`config.mk`:
```
export PLATFORM = sky130hd
export DESIGN_NAME = cube_map_face_lookup_top
export DESIGN_NICKNAME = d
export VERILOG_FILES = /design/src/hw/rtl/cmfl_pkg.sv /design/src/hw/rtl/cmfl_front.sv /design/src/hw/rtl/cmfl_div_step.sv /design/src/hw/rtl/cube_map_face_lookup_top.sv
export SDC_FILE = /design/constraint.sdc
export NUM_CORES = 2
export LEC_CHECK = 0
export BUFFER_PORTS_ARGS = -buffer_cell sky130_fd_sc_hd__buf_2
export CAP_MARGIN = 20
export CORE_MARGIN = 1.5
export CORE_UTILIZATION = 55
export CTS_BUF_LIST = sky130_fd_sc_hd__clkbuf_2
export CTS_CLUSTER_SIZE = 28
export DETAILED_ROUTE_END_ITERATION = 6
export PLACE_DENSITY = 0.74
export SKIP_CTS_REPAIR_TIMING = 1
export SLEW_MARGIN = 25
export SYNTH_ARGS = -nofsm -noshare
export SYNTH_HDL_FRONTEND = slang
export SYNTH_HIERARCHICAL = 1
export SYNTH_SLANG_ARGS = --single-unit
```
`constraint.sdc`:
```
create_clock -name clk -period 61.2 [get_ports clk]
set_input_delay 12.24 -clock clk [delete_from_list [all_inputs] [get_ports clk]]
set_output_delay 12.24 -clock clk [all_outputs]
set_load 0.03 [all_outputs]
```
`src/hw/rtl/cmfl_pkg.sv`:
```
`timescale 1ns / 1ps

package cmfl_pkg;

	typedef enum logic [2:0] {
		FACE_POS_X = 3'd0,
		FACE_NEG_X = 3'd1,
		FACE_NEG_Y = 3'd2,
		FACE_POS_Y = 3'd3,
		FACE_POS_Z = 3'd4,
		FACE_NEG_Z = 3'd5
	} face_t;

	// per-transaction sideband that rides along the divider
	typedef struct packed {
		face_t face;
		logic  zero;
		logic  sat_u;
		logic  sat_v;
	} side_t;

endpackage

```
`src/hw/rtl/cmfl_front.sv`:
```
`timescale 1ns / 1ps

module cmfl_front #(
	parameter int DIR_WIDTH = 16
) (
	input  logic                 clk,
	input  logic                 arst_n,
	input  logic                 en,
	input  logic                 in_valid,
	input  logic [DIR_WIDTH-1:0] dir_x,
	input  logic [DIR_WIDTH-1:0] dir_y,
	input  logic [DIR_WIDTH-1:0] dir_z,
	output logic                 valid_s2,
	output logic [DIR_WIDTH:0]   major_s2,
	output logic [DIR_WIDTH:0]   rem_u_s2,
	output logic [DIR_WIDTH:0]   rem_v_s2,
	output cmfl_pkg::side_t      side_s2
);

	localparam int MW = DIR_WIDTH + 1;

	logic [MW-1:0] xs, ys, zs;
	logic [MW-1:0] ax, ay, az;
	logic          z_major, y_major;
	logic [MW-1:0] major_c, mu_c, mv_c;
	cmfl_pkg::side_t side_c;

	logic          valid_s1;
	logic [MW-1:0] major_s1, mu_s1, mv_s1;
	cmfl_pkg::side_t side_s1;

	logic [MW:0]   sum_u, sum_v;
	logic [MW-1:0] twice_major;

	always_comb begin
		xs = {dir_x[DIR_WIDTH-1], dir_x};
		ys = {dir_y[DIR_WIDTH-1], dir_y};
		zs = {dir_z[DIR_WIDTH-1], dir_z};
		ax = xs[MW-1] ? MW'(-xs) : xs;
		ay = ys[MW-1] ? MW'(-ys) : ys;
		az = zs[MW-1] ? MW'(-zs) : zs;
		// ties resolve to z, then y
		z_major = (az >= ax) && (az >= ay);
		y_major = (ay >= ax);

		side_c.zero  = (dir_x == '0) && (dir_y == '0) && (dir_z == '0);
		side_c.sat_u = 1'b0;
		side_c.sat_v = 1'b0;
		if (z_major) begin
			side_c.face = zs[MW-1] ? cmfl_pkg::FACE_NEG_Z : cmfl_pkg::FACE_POS_Z;
			major_c     = az;
			mu_c        = zs[MW-1] ? MW'(-xs) : xs;
			mv_c        = ys;
		end else if (y_major) begin
			side_c.face = ys[MW-1] ? cmfl_pkg::FACE_NEG_Y : cmfl_pkg::FACE_POS_Y;
			major_c     = ay;
			mu_c        = xs;
			mv_c        = ys[MW-1] ? zs : MW'(-zs);
		end else begin
			side_c.face = xs[MW-1] ? cmfl_pkg::FACE_NEG_X : cmfl_pkg::FACE_POS_X;
			major_c     = ax;
			mu_c        = xs[MW-1] ? zs : MW'(-zs);
			mv_c        = ys;
		end
	end

	// minor + major lands in [0, 2*major]; the top end saturates
	always_comb begin
		sum_u       = {mu_s1[MW-1], mu_s1} + {1'b0, major_s1};
		sum_v       = {mv_s1[MW-1], mv_s1} + {1'b0, major_s1};
		twice_major = {major_s1[MW-2:0], 1'b0};
	end

	always_ff @(posedge clk or negedge arst_n) begin
		if (!arst_n) begin
			valid_s1 <= 1'b0;
			valid_s2 <= 1'b0;
		end else if (en) begin
			valid_s1 <= in_valid;
			valid_s2 <= valid_s1;
		end
	end

	always_ff @(posedge clk) begin
		if (en) begin
			major_s1 <= major_c;
			mu_s1    <= mu_c;
			mv_s1    <= mv_c;
			side_s1  <= side_c;

			major_s2      <= major_s1;
			rem_u_s2      <= sum_u[MW-1:0];
			rem_v_s2      <= sum_v[MW-1:0];
			side_s2.face  <= side_s1.face;
			side_s2.zero  <= side_s1.zero;
			side_s2.sat_u <= (sum_u[MW-1:0] == twice_major);
			side_s2.sat_v <= (sum_v[MW-1:0] == twice_major);
		end
	end

endmodule

```
`src/hw/rtl/cmfl_div_step.sv`:
```
`timescale 1ns / 1ps

module cmfl_div_step #(
	parameter int DIR_WIDTH   = 16,
	parameter int COORD_WIDTH = 16
) (
	input  logic                   clk,
	input  logic                   arst_n,
	input  logic                   en,
	input  logic                   valid_in,
	input  logic [DIR_WIDTH:0]     major_in,
	input  logic [DIR_WIDTH:0]     rem_u_in,
	input  logic [DIR_WIDTH:0]     rem_v_in,
	input  logic [COORD_WIDTH-1:0] quo_u_in,
	input  logic [COORD_WIDTH-1:0] quo_v_in,
	input  cmfl_pkg::side_t        side_in,
	output logic                   valid_sn,
	output logic [DIR_WIDTH:0]     major_sn,
	output logic [DIR_WIDTH:0]     rem_u_sn,
	output logic [DIR_WIDTH:0]     rem_v_sn,
	output logic [COORD_WIDTH-1:0] quo_u_sn,
	output logic [COORD_WIDTH-1:0] quo_v_sn,
	output cmfl_pkg::side_t        side_sn
);

	localparam int MW = DIR_WIDTH + 1;

	logic          bit_u, bit_v;
	logic [MW-1:0] diff_u, diff_v;

	// one restoring step per coordinate: compare, subtract, shift
	always_comb begin
		bit_u  = (rem_u_in >= major_in);
		bit_v  = (rem_v_in >= major_in);
		diff_u = bit_u ? (rem_u_in - major_in) : rem_u_in;
		diff_v = bit_v ? (rem_v_in - major_in) : rem_v_in;
	end

	always_ff @(posedge clk or negedge arst_n) begin
		if (!arst_n) begin
			valid_sn <= 1'b0;
		end else if (en) begin
			valid_sn <= valid_in;
		end
	end

	always_ff @(posedge clk) begin
		if (en) begin
			major_sn <= major_in;
			rem_u_sn <= {diff_u[MW-2:0], 1'b0};
			rem_v_sn <= {diff_v[MW-2:0], 1'b0};
			quo_u_sn <= {quo_u_in[COORD_WIDTH-2:0], bit_u};
			quo_v_sn <= {quo_v_in[COORD_WIDTH-2:0], bit_v};
			side_sn  <= side_in;
		end
	end

endmodule

```
`src/hw/rtl/cube_map_face_lookup_top.sv`:
```
`timescale 1ns / 1ps
// Stages from input transaction to result, in order:
// face select, offset add, one quotient bit per stage, output register.
// Throughput: one transaction per cycle unless stalled; the quotient stages stay busy.
// out_ready low with a result waiting freezes all stages together.
// Reset (arst_n, async, active low) clears only the stage valid bits.
module cube_map_face_lookup_top #(
	parameter int DIR_WIDTH   = 16,
	parameter int COORD_WIDTH = 16
) (
	input  logic                   clk,
	input  logic                   arst_n,
	input  logic                   in_valid,
	output logic                   in_ready,
	input  logic [DIR_WIDTH-1:0]   dir_x,
	input  logic [DIR_WIDTH-1:0]   dir_y,
	input  logic [DIR_WIDTH-1:0]   dir_z,
	output logic                   out_valid,
	input  logic                   out_ready,
	output logic [2:0]             face,
	output logic [COORD_WIDTH-1:0] coord_u,
	output logic [COORD_WIDTH-1:0] coord_v,
	output logic                   zero_vector
);

	localparam int MW = DIR_WIDTH + 1;
	localparam logic [COORD_WIDTH-1:0] CoordHalf = {1'b1, {(COORD_WIDTH-1){1'b0}}};
	localparam logic [COORD_WIDTH-1:0] CoordMax  = {COORD_WIDTH{1'b1}};

	logic advance;

	logic                   valid_d [COORD_WIDTH+1];
	logic [MW-1:0]          major_d [COORD_WIDTH+1];
	logic [MW-1:0]          rem_u_d [COORD_WIDTH+1];
	logic [MW-1:0]          rem_v_d [COORD_WIDTH+1];
	logic [COORD_WIDTH-1:0] quo_u_d [COORD_WIDTH+1];
	logic [COORD_WIDTH-1:0] quo_v_d [COORD_WIDTH+1];
	cmfl_pkg::side_t        side_d  [COORD_WIDTH+1];

	logic                   out_valid_q;
	logic [2:0]             face_q;
	logic [COORD_WIDTH-1:0] coord_u_q, coord_v_q;
	logic                   zero_q;

	assign advance  = !out_valid_q || out_ready;
	assign in_ready = advance;

	cmfl_front #(
		.DIR_WIDTH(DIR_WIDTH)
	) u_front (
		.clk      (clk),
		.arst_n   (arst_n),
		.en       (advance),
		.in_valid (in_valid),
		.dir_x    (dir_x),
		.dir_y    (dir_y),
		.dir_z    (dir_z),
		.valid_s2 (valid_d[0]),
		.major_s2 (major_d[0]),
		.rem_u_s2 (rem_u_d[0]),
		.rem_v_s2 (rem_v_d[0]),
		.side_s2  (side_d[0])
	);

	assign quo_u_d[0] = '0;
	assign quo_v_d[0] = '0;

	for (genvar i = 0; i < COORD_WIDTH; i++) begin : g_div
		cmfl_div_step #(
			.DIR_WIDTH  (DIR_WIDTH),
			.COORD_WIDTH(COORD_WIDTH)
		) u_step (
			.clk      (clk),
			.arst_n   (arst_n),
			.en       (advance),
			.valid_in (valid_d[i]),
			.major_in (major_d[i]),
			.rem_u_in (rem_u_d[i]),
			.rem_v_in (rem_v_d[i]),
			.quo_u_in (quo_u_d[i]),
			.quo_v_in (quo_v_d[i]),
			.side_in  (side_d[i]),
			.valid_sn (valid_d[i+1]),
			.major_sn (major_d[i+1]),
			.rem_u_sn (rem_u_d[i+1]),
			.rem_v_sn (rem_v_d[i+1]),
			.quo_u_sn (quo_u_d[i+1]),
			.quo_v_sn (quo_v_d[i+1]),
			.side_sn  (side_d[i+1])
		);
	end

	always_ff @(posedge clk or negedge arst_n) begin
		if (!arst_n) begin
			out_valid_q <= 1'b0;
		end else if (advance) begin
			out_valid_q <= valid_d[COORD_WIDTH];
		end
	end

	// zero vector wins over saturation: it reports centered coordinates on +z
	always_ff @(posedge clk) begin
		if (advance) begin
			zero_q <= side_d[COORD_WIDTH].zero;
			if (side_d[COORD_WIDTH].zero) begin
				face_q    <= cmfl_pkg::FACE_POS_Z;
				coord_u_q <= CoordHalf;
				coord_v_q <= CoordHalf;
			end else begin
				face_q    <= side_d[COORD_WIDTH].face;
				coord_u_q <= side_d[COORD_WIDTH].sat_u ? CoordMax : quo_u_d[COORD_WIDTH];
				coord_v_q <= side_d[COORD_WIDTH].sat_v ? CoordMax : quo_v_d[COORD_WIDTH];
			end
		end
	end

	assign out_valid   = out_valid_q;
	assign face        = face_q;
	assign coord_u     = coord_u_q;
	assign coord_v     = coord_v_q;
	assign zero_vector = zero_q;

endmodule
```
==> results.ini <==
[cells_and_area]
layout-drive-gt1-share_pct = 17.41
layout.nets = 7620
fin_util_pct = 58.76
fillers = 11720
final_common_cell = edfxtp_1
syn_to_final_growth_pct = 6.048
stdcell_area_mm2 = 0.08310
final_cell_mix = edfxtp_1 (1251), ha_1 (626), clkbuf_2 (467), inv_1 (449), a21oi_1 (420)

[die]
die_y_um = 380.5
pin_count = 90
row_count = 138
start_util_pct = 55.41
fp.dieW_um = 380.5
core_area_mm2 = 0.1414
die_area_mm2 = 0.1447

[route]
viasPerCell = 5.931
drc = 0
wl_per_cell_um = 21.22
drtIter0Drc = 4187
dr.pass1.iters = 6
num_vias = 53680
drtAntennaViolNets = 0
drt-total-wl_um = 192100

[timing]
maxSlewHeadroom_pct = 21.63
rsz0062_at_grt = no
fin_crit_ns = 25.45
post-route-period-util_pct = 41.59
max_freq_mhz = 39.29
setup-violations-final = 0
tightest_slew_ns = 1.175
fin_skew_ns = 0.1184
setup_tns_ns = 0
setup_ws_ns = 35.75
slew_violations = 0
hold_viol = 0

[min_path]
holdPathStages = 0
hp-class = reg -> reg
holdCritStartpoint = g_div[11].u_step/side_sn[1]
worstHoldEndpoint = g_div[12].u_step/side_sn[1]

[critical_path]
cp_num_buf_inv = 2
endpoint_kind = output port
critPathTopFamily = simple AND/OR/NAND/NOR gates
r2r_start = out_valid
path_class = in -> out
rrSetupSlack_ns = 55.62
slowest_stage = nand2b_4
start_kind = input port
cp_cell_sequence = buf_2, nand2b_4, buf_2
crit_top_cell = buf_2
critPathArrivalTime_ns = 13.21
crit_required_ns = 48.96
timing.rr.end = g_div[8].u_step/quo_v_sn[5]
slowest_delay_ns = 0.52
r2r_cells = 6
worstPathMaxFanout = 31

[flow_run]
drv_cap = 0

[clocking]
clock_latency_ns = 1.70
cts_sinks = 1270
cts_buffers = 341
cts-root-buf = clkbuf_2
ctsLongestPathBuffers = 4
cts_tree = done
ctsHtreeMaxLevel = 5
clk_pin_slew_ns = 0.10

[global_routing]
grt_pass1_vias = 52170
grt_pass1_wl_um = 293300
antenna_found_initial = 22
grt_usage_pct = 26.08
overflow = 0
grt_max_degree = 174

[yosys]
synth.avg_cell_area_um2 = 11.83
syn_area_mm2 = 0.07836
ys_warn_count = 6
syn_inst = 6624

[outcome]
outcome = completed

[placement]
placed_area_mm2 = 0.08007
place_congestion = 0.9594
portBuffers = 89
place_ws_ns = 35.69
place.detailed.hpwl_um = 144900

[state kept, by name (all words and copies together) (netlist names)]
register,cells
u_front/valid_s2,1
u_front/rem_v_s2,17
zero_vector,1
g_div.u_step/rem_u_sn,240
u_front/valid_s1,1
u_front/major_s2,17
g_div.u_step/major_sn,255
coord_u,16
g_div.u_step/valid_sn,16
g_div.u_step/quo_u_sn,136
u_front/mu_s1,17
face,3
u_front/side_s1,4
u_front/major_s1,17
out_valid,1
u_front/mv_s1,17
g_div.u_step/rem_v_sn,240
g_div.u_step/side_sn,96
u_front/rem_u_s2,17
u_front/side_s2,6
coord_v,16
g_div.u_step/quo_v_sn,136
[layout make-up]
class,instances,area (um2),area share (%)
Sequential cell,1270,38040,45.78
Tap cell,1890,2365,2.846
Timing Repair Buffer,114,673.1,0.8101
Multi-Input combinational cell,4722,37260,44.84
Inverter,461,1755,2.112
Clock inverter,117,639.4,0.7694
Clock buffer,467,2337,2.813
Antenna cell,11,27.53,0.03313
[layer usage]
metal	share of wire [%]	track usage, %
met2	48	43.69
met1	42	33.07
met5	0.12	0
met4	3.7	10.43
met3	6.3	5.280
[worst max path at each step]
stage	start	endpoint	slack (ns)	cells past startpoint
floorplan	out_ready	in_ready	6.35	1
global placement	out_ready	in_ready	35.70	3
detailed placement	out_ready	in_ready	35.69	3
CTS	out_ready	in_ready	35.68	3
global route	out_ready	in_ready	35.67	3
finish	out_ready	in_ready	35.75	3
[stage by stage]
| step | hold slack [ns] | instances |
|---|---|---|
| after floorplan | 0.4003 | 6639 |
| after global placement | 0.4002 | 8456 |
| after detailed placement | 0.4045 | 8456 |
| after CTS | 0.3310 | 9040 |
| after global routing | 0.3212 | 9046 |
| final | 0.3539 | 9052 |
[worst register-to-register path: stages (launching register included)]
cell	delay (ns)
dfrtp_1	0.42
nand2b_4	0.49
buf_4	0.72
buf_4	0.84
buf_12	0.70
buf_4	1.03
buf_4	0.88
Power is not shown: default switching activity piles up to over one toggle a cycle in this logic, so the estimate is an artifact.
